===== config.mk =====
export PLATFORM = sky130hd
export DESIGN_NAME = nes_mapper245_bank_irq
export DESIGN_NICKNAME = d
export VERILOG_FILES = /design/src/design/nm245_pkg.sv /design/src/design/nm245_front.sv /design/src/design/nm245_queue.sv /design/src/design/nm245_mod.sv /design/src/design/nm245_back.sv /design/src/design/nes_mapper245_bank_irq.sv
export SDC_FILE = /design/constraint.sdc
export NUM_CORES = 1
export LEC_CHECK = 0
export BUFFER_PORTS_ARGS = -buffer_cell sky130_fd_sc_hd__buf_2
export CORE_MARGIN = 1
export CORE_UTILIZATION = 59
export CTS_CLUSTER_SIZE = 12
export DETAILED_ROUTE_END_ITERATION = 12
export PLACE_DENSITY = 0.85
export SYNTH_ARGS = -nofsm -noshare
export SYNTH_HDL_FRONTEND = slang
export SYNTH_SLANG_ARGS = --single-unit

===== constraint.sdc =====
create_clock -name clk -period 4.1 [get_ports clk]
set_clock_uncertainty 0.2 [all_clocks]
set_input_delay 0.41 -clock clk [delete_from_list [all_inputs] [get_ports clk]]
set_output_delay 0.41 -clock clk [all_outputs]
set_load 0.02 [all_outputs]

===== src/design/nm245_pkg.sv =====
package nm245_pkg;

    // program pages and dividend of the serial reduction
    localparam int PAGE_W     = 9;
    localparam int PAGES      = 4;
    localparam int PAGE_IDX_W = 2;
    localparam int DIVIDEND_W = 8;
    localparam int DIV_CNT_W  = $clog2(DIVIDEND_W);

    // configuration register indexes
    localparam int CFG_INDEX_W = 1;
    localparam int CFG_DATA_W  = 9;
    localparam logic [CFG_INDEX_W-1:0] REG_PAGE_COUNT  = 1'd0;
    localparam logic [CFG_INDEX_W-1:0] REG_FOUR_SCREEN = 1'd1;

    // register decode, on the address with bit 11 masked off
    localparam logic [15:0] ADDR_MASK        = 16'hF7FF;
    localparam logic [15:0] ADDR_BANK_SELECT = 16'h8000;
    localparam logic [15:0] ADDR_BANK_DATA   = 16'h8001;
    localparam logic [15:0] ADDR_MIRROR      = 16'hA000;
    localparam logic [15:0] ADDR_IRQ_COUNT   = 16'hC000;
    localparam logic [15:0] ADDR_IRQ_RELOAD  = 16'hC001;
    localparam logic [15:0] ADDR_IRQ_DISABLE = 16'hE000;
    localparam logic [15:0] ADDR_IRQ_ENABLE  = 16'hE001;

    // bank select codes acted on by a bank data write
    localparam logic [7:0] BANK_SEL_OUTER = 8'd0;
    localparam logic [7:0] BANK_SEL_PRG_A = 8'd6;
    localparam logic [7:0] BANK_SEL_PRG_B = 8'd7;

    // fixed upper pages before the outer bank bit is merged in
    localparam logic [7:0] PAGE_FIXED_LOW  = 8'h3E;
    localparam logic [7:0] PAGE_FIXED_HIGH = 8'h3F;

    // mirroring requests
    localparam logic [1:0] MIRROR_NONE       = 2'd0;
    localparam logic [1:0] MIRROR_HORIZONTAL = 2'd1;
    localparam logic [1:0] MIRROR_VERTICAL   = 2'd2;

    // classified operations
    localparam int OP_W = 4;
    localparam logic [OP_W-1:0] OP_NOP         = 4'd0;
    localparam logic [OP_W-1:0] OP_BANK_SELECT = 4'd1;
    localparam logic [OP_W-1:0] OP_BANK_DATA   = 4'd2;
    localparam logic [OP_W-1:0] OP_MIRROR      = 4'd3;
    localparam logic [OP_W-1:0] OP_IRQ_COUNT   = 4'd4;
    localparam logic [OP_W-1:0] OP_IRQ_RELOAD  = 4'd5;
    localparam logic [OP_W-1:0] OP_IRQ_DISABLE = 4'd6;
    localparam logic [OP_W-1:0] OP_IRQ_ENABLE  = 4'd7;
    localparam logic [OP_W-1:0] OP_TICK        = 4'd8;

    typedef struct packed {
        logic [OP_W-1:0] op;
        logic [7:0]      data;
        logic            line_zero;
    } cmd_t;

endpackage


===== src/design/nm245_front.sv =====
module nm245_front #(
    parameter int unsigned VISIBLE_LAST_LINE = 239
) (
    input  logic               clk,
    input  logic               rst_n,
    input  logic               in_valid,
    output logic               in_stall,
    input  logic               command,
    input  logic [15:0]        address,
    input  logic [7:0]         write_data,
    input  logic [8:0]         scanline,
    input  logic               rendering_on,
    output logic               push,
    output nm245_pkg::cmd_t    push_cmd,
    input  logic               queue_full
);

    logic            valid_reg;
    logic            valid_next;
    nm245_pkg::cmd_t cmd_reg;
    nm245_pkg::cmd_t cmd_next;
    logic            accept;
    logic [15:0]     masked;

    assign in_stall = valid_reg && queue_full;
    assign accept   = in_valid && !in_stall;
    assign push     = valid_reg && !queue_full;
    assign push_cmd = cmd_reg;
    assign masked   = address & nm245_pkg::ADDR_MASK;

    // decode into one operation code
    always_comb
    begin
        cmd_next.data      = write_data;
        cmd_next.line_zero = (scanline == 9'd0);
        cmd_next.op        = nm245_pkg::OP_NOP;
        if (command)
        begin
            // ticks off the visible area or with rendering off do nothing
            if ((scanline <= 9'(VISIBLE_LAST_LINE)) && rendering_on)
            begin
                cmd_next.op = nm245_pkg::OP_TICK;
            end
        end
        else
        begin
            case (masked)
                nm245_pkg::ADDR_BANK_SELECT: cmd_next.op = nm245_pkg::OP_BANK_SELECT;
                nm245_pkg::ADDR_BANK_DATA:   cmd_next.op = nm245_pkg::OP_BANK_DATA;
                nm245_pkg::ADDR_MIRROR:      cmd_next.op = nm245_pkg::OP_MIRROR;
                nm245_pkg::ADDR_IRQ_COUNT:   cmd_next.op = nm245_pkg::OP_IRQ_COUNT;
                nm245_pkg::ADDR_IRQ_RELOAD:  cmd_next.op = nm245_pkg::OP_IRQ_RELOAD;
                nm245_pkg::ADDR_IRQ_DISABLE: cmd_next.op = nm245_pkg::OP_IRQ_DISABLE;
                nm245_pkg::ADDR_IRQ_ENABLE:  cmd_next.op = nm245_pkg::OP_IRQ_ENABLE;
                default:                     cmd_next.op = nm245_pkg::OP_NOP;
            endcase
        end
    end

    always_comb
    begin
        valid_next = valid_reg;
        if (accept)
        begin
            valid_next = 1'b1;
        end
        else if (push)
        begin
            valid_next = 1'b0;
        end
    end

    always_ff @(posedge clk or negedge rst_n)
    begin
        if (!rst_n)
        begin
            valid_reg <= 1'b0;
        end
        else
        begin
            valid_reg <= valid_next;
        end
    end

    always_ff @(posedge clk)
    begin
        if (accept)
        begin
            cmd_reg <= cmd_next;
        end
    end

endmodule


===== src/design/nm245_queue.sv =====
module nm245_queue #(
    parameter int unsigned DEPTH = 2
) (
    input  logic               clk,
    input  logic               rst_n,
    input  logic               push,
    input  nm245_pkg::cmd_t    push_cmd,
    output logic               full,
    input  logic               pop,
    output logic               not_empty,
    output nm245_pkg::cmd_t    pop_cmd
);

    localparam int PTR_W = $clog2(DEPTH);
    localparam int CNT_W = $clog2(DEPTH + 1);

    nm245_pkg::cmd_t  entry_reg [DEPTH];
    logic [PTR_W-1:0] wr_ptr_reg;
    logic [PTR_W-1:0] wr_ptr_next;
    logic [PTR_W-1:0] rd_ptr_reg;
    logic [PTR_W-1:0] rd_ptr_next;
    logic [CNT_W-1:0] count_reg;
    logic [CNT_W-1:0] count_next;

    assign full      = (count_reg == CNT_W'(DEPTH));
    assign not_empty = (count_reg != '0);
    assign pop_cmd   = entry_reg[rd_ptr_reg];

    always_comb
    begin
        wr_ptr_next = wr_ptr_reg;
        rd_ptr_next = rd_ptr_reg;
        count_next  = count_reg;
        if (push)
        begin
            wr_ptr_next = (wr_ptr_reg == PTR_W'(DEPTH - 1)) ? '0 : wr_ptr_reg + 1'b1;
        end
        if (pop)
        begin
            rd_ptr_next = (rd_ptr_reg == PTR_W'(DEPTH - 1)) ? '0 : rd_ptr_reg + 1'b1;
        end
        if (push && !pop)
        begin
            count_next = count_reg + 1'b1;
        end
        else if (pop && !push)
        begin
            count_next = count_reg - 1'b1;
        end
    end

    always_ff @(posedge clk or negedge rst_n)
    begin
        if (!rst_n)
        begin
            wr_ptr_reg <= '0;
            rd_ptr_reg <= '0;
            count_reg  <= '0;
        end
        else
        begin
            wr_ptr_reg <= wr_ptr_next;
            rd_ptr_reg <= rd_ptr_next;
            count_reg  <= count_next;
        end
    end

    always_ff @(posedge clk)
    begin
        if (push)
        begin
            entry_reg[wr_ptr_reg] <= push_cmd;
        end
    end

endmodule


===== src/design/nm245_mod.sv =====
module nm245_mod (
    input  logic                                 clk,
    input  logic                                 rst_n,
    input  logic                                 start,
    input  logic [nm245_pkg::DIVIDEND_W-1:0]     dividend,
    input  logic [nm245_pkg::PAGE_W-1:0]         divisor,
    output logic                                 done,
    output logic [nm245_pkg::PAGE_W-1:0]         remainder
);

    logic                                 busy_reg;
    logic                                 busy_next;
    logic                                 done_reg;
    logic                                 done_next;
    logic [nm245_pkg::DIV_CNT_W-1:0]      cnt_reg;
    logic [nm245_pkg::DIV_CNT_W-1:0]      cnt_next;
    logic [nm245_pkg::DIVIDEND_W-1:0]     num_reg;
    logic [nm245_pkg::DIVIDEND_W-1:0]     num_next;
    logic [nm245_pkg::PAGE_W-1:0]         rem_reg;
    logic [nm245_pkg::PAGE_W-1:0]         rem_next;
    logic [nm245_pkg::PAGE_W:0]           trial;
    logic [nm245_pkg::PAGE_W:0]           divisor_ext;
    logic [nm245_pkg::PAGE_W-1:0]         rem_step;

    assign done      = done_reg;
    assign remainder = rem_reg;

    // restoring step, one dividend bit per cycle
    // a zero divisor subtracts nothing, so the value passes through
    assign divisor_ext = {1'b0, divisor};
    assign trial       = {rem_reg, num_reg[nm245_pkg::DIVIDEND_W-1]};
    assign rem_step    = (trial >= divisor_ext) ? nm245_pkg::PAGE_W'(trial - divisor_ext)
                                                : trial[nm245_pkg::PAGE_W-1:0];

    always_comb
    begin
        busy_next = busy_reg;
        done_next = 1'b0;
        cnt_next  = cnt_reg;
        num_next  = num_reg;
        rem_next  = rem_reg;
        if (start)
        begin
            busy_next = 1'b1;
            cnt_next  = '0;
            num_next  = dividend;
            rem_next  = '0;
        end
        else if (busy_reg)
        begin
            rem_next = rem_step;
            num_next = {num_reg[nm245_pkg::DIVIDEND_W-2:0], 1'b0};
            cnt_next = cnt_reg + 1'b1;
            if (cnt_reg == nm245_pkg::DIV_CNT_W'(nm245_pkg::DIVIDEND_W - 1))
            begin
                busy_next = 1'b0;
                done_next = 1'b1;
            end
        end
    end

    always_ff @(posedge clk or negedge rst_n)
    begin
        if (!rst_n)
        begin
            busy_reg <= 1'b0;
            done_reg <= 1'b0;
            cnt_reg  <= '0;
        end
        else
        begin
            busy_reg <= busy_next;
            done_reg <= done_next;
            cnt_reg  <= cnt_next;
        end
    end

    always_ff @(posedge clk)
    begin
        num_reg <= num_next;
        rem_reg <= rem_next;
    end

endmodule


===== src/design/nm245_back.sv =====
module nm245_back (
    input  logic                                  clk,
    input  logic                                  rst_n,
    input  logic                                  cfg_write,
    input  logic [nm245_pkg::CFG_INDEX_W-1:0]     cfg_index,
    input  logic [nm245_pkg::CFG_DATA_W-1:0]      cfg_data,
    input  logic                                  q_not_empty,
    input  nm245_pkg::cmd_t                       q_cmd,
    output logic                                  q_pop,
    output logic                                  out_valid,
    input  logic                                  out_stall,
    output logic [8:0]                            prg_page0,
    output logic [8:0]                            prg_page1,
    output logic [8:0]                            prg_page2,
    output logic [8:0]                            prg_page3,
    output logic [1:0]                            mirror_change,
    output logic                                  irq_line
);

    localparam logic [1:0] ST_IDLE  = 2'd0;
    localparam logic [1:0] ST_START = 2'd1;
    localparam logic [1:0] ST_WAIT  = 2'd2;
    localparam logic [1:0] ST_HOLD  = 2'd3;

    localparam int PW = nm245_pkg::PAGE_W;
    localparam int IW = nm245_pkg::PAGE_IDX_W;

    logic [1:0]     state_reg;
    logic [1:0]     state_next;
    logic [IW-1:0]  idx_reg;
    logic [IW-1:0]  idx_next;
    logic [IW-1:0]  last_idx;

    logic [PW-1:0]  page_count_reg;
    logic [PW-1:0]  page_count_next;
    logic           four_screen_reg;
    logic           four_screen_next;

    logic [7:0]     bank_select_reg;
    logic [7:0]     bank_select_next;
    logic [7:0]     prg_a_reg;
    logic [7:0]     prg_a_next;
    logic [7:0]     prg_b_reg;
    logic [7:0]     prg_b_next;
    logic           outer_reg;
    logic           outer_next;
    logic [PW-1:0]  page_reg [nm245_pkg::PAGES];
    logic [PW-1:0]  page_next [nm245_pkg::PAGES];
    logic [7:0]     irq_count_reg;
    logic [7:0]     irq_count_next;
    logic [7:0]     irq_reload_reg;
    logic [7:0]     irq_reload_next;
    logic           irq_enabled_reg;
    logic           irq_enabled_next;
    logic           irq_pending_reg;
    logic           irq_pending_next;

    logic           out_valid_reg;
    logic           out_valid_next;
    logic           out_free;
    logic           out_load;
    logic [1:0]     mirror_val;
    logic [PW-1:0]  out_page_reg [nm245_pkg::PAGES];
    logic [1:0]     out_mirror_reg;
    logic           out_irq_reg;

    logic           mod_start;
    logic [7:0]     mod_dividend;
    logic           mod_done;
    logic [PW-1:0]  mod_rem;
    logic [7:0]     outer_bits;
    logic [7:0]     count_pre;

    nm245_mod u_mod (
        .clk       (clk),
        .rst_n     (rst_n),
        .start     (mod_start),
        .dividend  (mod_dividend),
        .divisor   (page_count_reg),
        .done      (mod_done),
        .remainder (mod_rem)
    );

    assign out_free  = !out_valid_reg || !out_stall;
    assign out_valid = out_valid_reg;
    assign prg_page0 = out_page_reg[0];
    assign prg_page1 = out_page_reg[1];
    assign prg_page2 = out_page_reg[2];
    assign prg_page3 = out_page_reg[3];
    assign mirror_change = out_mirror_reg;
    assign irq_line  = out_irq_reg;

    assign outer_bits = {1'b0, outer_reg, 6'd0};
    assign last_idx   = (bank_select_reg == nm245_pkg::BANK_SEL_OUTER) ? IW'(3) : IW'(1);

    always_comb
    begin
        case (idx_reg)
            IW'(0):  mod_dividend = prg_a_reg | outer_bits;
            IW'(1):  mod_dividend = prg_b_reg | outer_bits;
            IW'(2):  mod_dividend = nm245_pkg::PAGE_FIXED_LOW | outer_bits;
            default: mod_dividend = nm245_pkg::PAGE_FIXED_HIGH | outer_bits;
        endcase
    end

    always_comb
    begin
        state_next       = state_reg;
        idx_next         = idx_reg;
        page_count_next  = page_count_reg;
        four_screen_next = four_screen_reg;
        bank_select_next = bank_select_reg;
        prg_a_next       = prg_a_reg;
        prg_b_next       = prg_b_reg;
        outer_next       = outer_reg;
        page_next        = page_reg;
        irq_count_next   = irq_count_reg;
        irq_reload_next  = irq_reload_reg;
        irq_enabled_next = irq_enabled_reg;
        irq_pending_next = irq_pending_reg;
        q_pop            = 1'b0;
        out_load         = 1'b0;
        mirror_val       = nm245_pkg::MIRROR_NONE;
        mod_start        = 1'b0;
        count_pre        = irq_count_reg;

        if (cfg_write)
        begin
            case (cfg_index)
                nm245_pkg::REG_PAGE_COUNT:
                begin
                    page_count_next = cfg_data;
                    page_next[0]    = PW'(0);
                    page_next[1]    = PW'(1);
                    page_next[2]    = cfg_data - PW'(2);
                    page_next[3]    = cfg_data - PW'(1);
                end
                nm245_pkg::REG_FOUR_SCREEN:
                begin
                    four_screen_next = cfg_data[0];
                end
                default:
                begin
                end
            endcase
        end

        case (state_reg)
            ST_IDLE:
            begin
                if (q_not_empty && out_free)
                begin
                    q_pop    = 1'b1;
                    out_load = 1'b1;
                    case (q_cmd.op)
                        nm245_pkg::OP_BANK_SELECT:
                        begin
                            bank_select_next = q_cmd.data;
                        end
                        nm245_pkg::OP_BANK_DATA:
                        begin
                            out_load = 1'b0;
                            if (bank_select_reg == nm245_pkg::BANK_SEL_OUTER)
                            begin
                                outer_next = q_cmd.data[1];
                            end
                            else if (bank_select_reg == nm245_pkg::BANK_SEL_PRG_A)
                            begin
                                prg_a_next = q_cmd.data;
                            end
                            else if (bank_select_reg == nm245_pkg::BANK_SEL_PRG_B)
                            begin
                                prg_b_next = q_cmd.data;
                            end
                            idx_next   = '0;
                            state_next = ST_START;
                        end
                        nm245_pkg::OP_MIRROR:
                        begin
                            if (!four_screen_reg)
                            begin
                                mirror_val = q_cmd.data[0] ? nm245_pkg::MIRROR_HORIZONTAL
                                                           : nm245_pkg::MIRROR_VERTICAL;
                            end
                        end
                        nm245_pkg::OP_IRQ_COUNT:
                        begin
                            irq_count_next   = q_cmd.data;
                            irq_pending_next = 1'b0;
                        end
                        nm245_pkg::OP_IRQ_RELOAD:
                        begin
                            irq_reload_next  = q_cmd.data;
                            irq_pending_next = 1'b0;
                        end
                        nm245_pkg::OP_IRQ_DISABLE:
                        begin
                            irq_enabled_next = 1'b0;
                            irq_pending_next = 1'b0;
                        end
                        nm245_pkg::OP_IRQ_ENABLE:
                        begin
                            irq_enabled_next = 1'b1;
                            irq_pending_next = 1'b0;
                        end
                        nm245_pkg::OP_TICK:
                        begin
                            if (irq_enabled_reg && !irq_pending_reg)
                            begin
                                // line zero takes an extra decrement first
                                if (q_cmd.line_zero && (irq_count_reg != 8'd0))
                                begin
                                    count_pre = irq_count_reg - 8'd1;
                                end
                                if (count_pre == 8'd0)
                                begin
                                    irq_pending_next = 1'b1;
                                    irq_count_next   = irq_reload_reg;
                                end
                                else
                                begin
                                    irq_count_next = count_pre - 8'd1;
                                end
                            end
                        end
                        default:
                        begin
                        end
                    endcase
                end
            end
            ST_START:
            begin
                mod_start  = 1'b1;
                state_next = ST_WAIT;
            end
            ST_WAIT:
            begin
                if (mod_done)
                begin
                    page_next[idx_reg] = mod_rem;
                    if (idx_reg == last_idx)
                    begin
                        state_next = ST_HOLD;
                    end
                    else
                    begin
                        idx_next   = idx_reg + 1'b1;
                        state_next = ST_START;
                    end
                end
            end
            ST_HOLD:
            begin
                if (out_free)
                begin
                    out_load   = 1'b1;
                    state_next = ST_IDLE;
                end
            end
            default:
            begin
                state_next = ST_IDLE;
            end
        endcase

        out_valid_next = out_valid_reg;
        if (out_load)
        begin
            out_valid_next = 1'b1;
        end
        else if (!out_stall)
        begin
            out_valid_next = 1'b0;
        end
    end

    always_ff @(posedge clk or negedge rst_n)
    begin
        if (!rst_n)
        begin
            state_reg       <= ST_IDLE;
            idx_reg         <= '0;
            page_count_reg  <= PW'(2);
            four_screen_reg <= 1'b0;
            bank_select_reg <= 8'd0;
            prg_a_reg       <= 8'd0;
            prg_b_reg       <= 8'd1;
            outer_reg       <= 1'b0;
            page_reg[0]     <= PW'(0);
            page_reg[1]     <= PW'(1);
            page_reg[2]     <= PW'(0);
            page_reg[3]     <= PW'(1);
            irq_count_reg   <= 8'd0;
            irq_reload_reg  <= 8'd0;
            irq_enabled_reg <= 1'b0;
            irq_pending_reg <= 1'b0;
            out_valid_reg   <= 1'b0;
        end
        else
        begin
            state_reg       <= state_next;
            idx_reg         <= idx_next;
            page_count_reg  <= page_count_next;
            four_screen_reg <= four_screen_next;
            bank_select_reg <= bank_select_next;
            prg_a_reg       <= prg_a_next;
            prg_b_reg       <= prg_b_next;
            outer_reg       <= outer_next;
            page_reg        <= page_next;
            irq_count_reg   <= irq_count_next;
            irq_reload_reg  <= irq_reload_next;
            irq_enabled_reg <= irq_enabled_next;
            irq_pending_reg <= irq_pending_next;
            out_valid_reg   <= out_valid_next;
        end
    end

    always_ff @(posedge clk)
    begin
        if (out_load)
        begin
            out_page_reg   <= page_next;
            out_mirror_reg <= mirror_val;
            out_irq_reg    <= irq_pending_next;
        end
    end

endmodule


===== src/design/nes_mapper245_bank_irq.sv =====
// program banking and scanline irq unit of a mapper 245 cartridge
// input channel: in_valid / in_stall, one transaction per cpu register write
//   (command 0) or per scanline tick (command 1)
// output channel: out_valid / out_stall, exactly one result transaction per input,
//   in order: the four 8 kb page numbers, a mirroring request and the irq line
// config port: cfg_write with cfg_index 0 (page count) or 1 (four screen); the user
//   must write it only while the block is idle (not enforced by it); a page
//   count write reloads the pages; most results are registered in the front
//   register, the queue and the back output register
// a bank data write (0x8001) reduces page numbers modulo the page count in one
//   shared bit-serial unit, one page after another: 2 pages normally, 4 when
//   bank select is 0
// throughput: one transaction per cycle for simple writes and ticks unless the
//   receiver stalls; the serial modulo unit sets the rate of bank data writes
// reset: state cleared but bank b register 1, page count 2, pages 0,1,0,1
// when the receiver stalls the result holds in the output register, the back
//   end stops, the queue fills, and in_stall rises once the front is full too
module nes_mapper245_bank_irq #(
    parameter int unsigned VISIBLE_LAST_LINE = 239,
    parameter int unsigned QUEUE_DEPTH       = 2
) (
    input  logic                                  clk,
    input  logic                                  rst_n,
    // configuration writes
    input  logic                                  cfg_write,
    input  logic [nm245_pkg::CFG_INDEX_W-1:0]     cfg_index,
    input  logic [nm245_pkg::CFG_DATA_W-1:0]      cfg_data,
    // input transactions
    input  logic                                  in_valid,
    output logic                                  in_stall,
    input  logic                                  command,
    input  logic [15:0]                           address,
    input  logic [7:0]                            write_data,
    input  logic [8:0]                            scanline,
    input  logic                                  rendering_on,
    // result transactions
    output logic                                  out_valid,
    input  logic                                  out_stall,
    output logic [8:0]                            prg_page0,
    output logic [8:0]                            prg_page1,
    output logic [8:0]                            prg_page2,
    output logic [8:0]                            prg_page3,
    output logic [1:0]                            mirror_change,
    output logic                                  irq_line
);

    logic            push;
    nm245_pkg::cmd_t push_cmd;
    logic            queue_full;
    logic            pop;
    logic            queue_not_empty;
    nm245_pkg::cmd_t pop_cmd;

    // front: decode and register one transaction
    nm245_front #(
        .VISIBLE_LAST_LINE (VISIBLE_LAST_LINE)
    ) u_front (
        .clk          (clk),
        .rst_n        (rst_n),
        .in_valid     (in_valid),
        .in_stall     (in_stall),
        .command      (command),
        .address      (address),
        .write_data   (write_data),
        .scanline     (scanline),
        .rendering_on (rendering_on),
        .push         (push),
        .push_cmd     (push_cmd),
        .queue_full   (queue_full)
    );

    // short queue of decoded operations between front and back
    nm245_queue #(
        .DEPTH (QUEUE_DEPTH)
    ) u_queue (
        .clk       (clk),
        .rst_n     (rst_n),
        .push      (push),
        .push_cmd  (push_cmd),
        .full      (queue_full),
        .pop       (pop),
        .not_empty (queue_not_empty),
        .pop_cmd   (pop_cmd)
    );

    // back: mapper state, serial page reduction and the output register
    nm245_back u_back (
        .clk           (clk),
        .rst_n         (rst_n),
        .cfg_write     (cfg_write),
        .cfg_index     (cfg_index),
        .cfg_data      (cfg_data),
        .q_not_empty   (queue_not_empty),
        .q_cmd         (pop_cmd),
        .q_pop         (pop),
        .out_valid     (out_valid),
        .out_stall     (out_stall),
        .prg_page0     (prg_page0),
        .prg_page1     (prg_page1),
        .prg_page2     (prg_page2),
        .prg_page3     (prg_page3),
        .mirror_change (mirror_change),
        .irq_line      (irq_line)
    );

endmodule

==> metrics.cfg <==
[final_layout]
drive_above_1_share=0.155
syn_to_final_growth_pct=13.6
antennaDiodeCount=0
fin_util=0.700
largest_reg_flops=36
layout.nets=1001

[placed_design]
place.gp.congestion=0.873
port_buffers=89
dp.final_hpwl_um=12300

[yosys]
yosys_most_used_dff=dfrtp_1
async_flop_share=0.523
synth_edf_count=86
ys_seq_elements=199
yosysWarnings=0
synth_cell_types=63
yosysSeqAreaShare=0.591
synth_fp_nets=914
syn_area_per_cell_um2=10.9
syn_area_um2=9090
syn_inst=835

[pwr]
p_leak_nw=4.40
ir_drop_mv=0.428
internal-power_mw=4.64
p_switching_mw=2.94
swShare=0.388
seqPwrFrac=0.432
power.density_nw_per_um2=735
p_comb_frac=0.359
clkPwrFrac=0.209

[sta]
maxSlewViolCount=0
finalHoldViolCount=0
fin_tns_setup_ns=0
fin_crit_sh=0.755
min_period_ns=3.10
setup_viol=0
worst_pin_slew_ns=1.11
timing.fmax_mhz=323
grt_setup_unrepaired=no
slew_headroom=0.255

[global_route]
grt-ovfl-total=0
grt_pass1_vias=6298
grt_start_max_net_pins=53
track_usage=0.251
antenna_found_initial=0
grt_pass1_wl_um=30800

[flow_run]
drv_cap=0

[drt]
routed_wirelength_um=18500
wl_per_cell_um=16.6
viasPerCell=5.82
drtAntennaViolNets=0
dr.pass1.iters=5
vias=6512
drc=0
first_iter_violations=651

[floorplanning]
core_area_um2=14800
fp.dieW_um=126
die_area_um2=15900
die_h_um=126
rows=44
ios=91
initial_utilization=0.616

[cts]
clk_path_buf_depth=2
post_cts_resized=0
cts_buffers=17
clock_sinks=199
cts.clk_slew.worst_paths_ns=0.07
cts_tree=yes
clock_latency_ns=0.44
clockRootBuffer=clkbuf_16
htreeDepth=4

[run_status]
run_status=finished, final reports clean

[setup_path]
crit_path_end_kind=register
startpoint_type=register
worstSetupPathType=reg -> reg
crit_required_ns=4.21
arrival_ns=3.21
worstPathMaxFanout=9

[worst_hold_path]
hold_path_class=in -> reg

==> kinds of logic (layout without fill, tap and decap cells) <==
logic type,count (synthesis),in the layout,share of synthesized area
xor+xnor,32,32,0.0308
fa+ha+maj,29,29,0.0408
buf+inv,72,172,0.0324
simple gates,296,296,0.155
compound gates,172,172,0.111
mux,35,35,0.0399
flops,199,199,0.591
==> critical path: stages (launching register included) <==
cell     delay, ns
dfrtp_1       0.45
inv_1         0.11
ha_1          0.24
nor3b_2       0.19
a21oi_1       0.38
xnor2_1       0.24
ha_1          0.24
and3_1        0.45
nor2_1        0.10
a221o_1       0.36
==> metal layers <==
layer  up-vias  share of wire  wire length [um]  global-route usage
met5         -              0                 0                   0
met4         0          0.014               266              0.0773
met3        24          0.056              1050              0.0620
met2       206           0.47              8770               0.385
met1      3155           0.46              8460               0.354
li1       3127              -                 -                   -
==> area by class of cell <==
class	instances	area, um^2
Timing Repair Buffer	107	608
Clock inverter	15	135
Multi-Input combinational cell	564	3430
Fill cell	1025	4430
Tap cell	184	230
Inverter	33	124
Clock buffer	17	425
Sequential cell	199	5370
==> layout by cell type, fill, tap and decap left out, drive strengths merged, types with 25 or more instances in the layout <==
master,n
mux2i,28
a21oi,71
nand2,89
o21ai,53
edfxtp,86
inv,41
ha,28
buf,97
nand3,25
nor2,96
dfrtp,100
==> Yosys cell counts, types with 8 or more instances <==
library cell,number,share of area
xnor2_1,20,0.019
inv_1,33,0.014
edfxtp_1,86,0.28
a211oi_1,8,0.0066
ha_1,28,0.039
nand2b_1,9,0.0062
a221oi_1,8,0.0077
dfrtp_1,100,0.28
nor2_1,96,0.040
o21ai_1,30,0.017
a21oi_1,71,0.039
clkbuf_1,30,0.012
dfxtp_1,9,0.020
nand3_1,25,0.014
nor3_1,20,0.011
mux2i_1,28,0.031
xor2_1,12,0.012
o21ai_0,23,0.013
nor2b_1,9,0.0062
nand2_1,88,0.036
==> metrics by stage <==
stage               total power, mW  area (um^2)  setup slack [ns]  hold WS [ns]  std cells
floorplan                      5.18         9090             0.689       -0.0856        835
global placement               5.85         9660              1.12         0.224       1077
detailed placement             5.96         9660              1.05         0.231       1077
CTS                            7.59        10300              1.04        0.0274       1119
global route                   8.07        10300             0.791        0.0384       1119
finish                         7.59        10300              1.00        0.0456       1119
==> timing repair <==
action                     CTS  global route
setup buffers                0             0
hold endpoints to repair    54             0
hold buffers                10             0
setup endpoints to repair    0             0
==> power groups by stage <==
stage	logic [mW]	registers, mW	clock network (mW)
final	2.72	3.28	1.59
after global routing	3.03	3.35	1.69
after CTS	2.72	3.27	1.60
after detailed placement	2.66	3.30	0
after global placement	2.57	3.27	0
after floorplan	1.83	3.35	0
==> worst paths after layout <==
path	end	cells past startpoint	startpoint	slack, ns
worst min-delay path	u_front.push_cmd[0]	2	scanline[1]	0.05
worst min register to register	u_queue.entry_reg[0][8]	0	u_front.push_cmd[8]	0.25
max in group asynchronous	u_back.page_reg[18]	3	rst_n	2.48
worst max-delay path	u_back.irq_count_reg[6]	9	u_back.irq_count_reg[0]	1.00
worst max register to register	u_back.irq_count_reg[6]	9	u_back.irq_count_reg[0]	1.00
min in group asynchronous	u_front.valid_reg	2	rst_n	0.34
(Power assumes the default switching activity.)
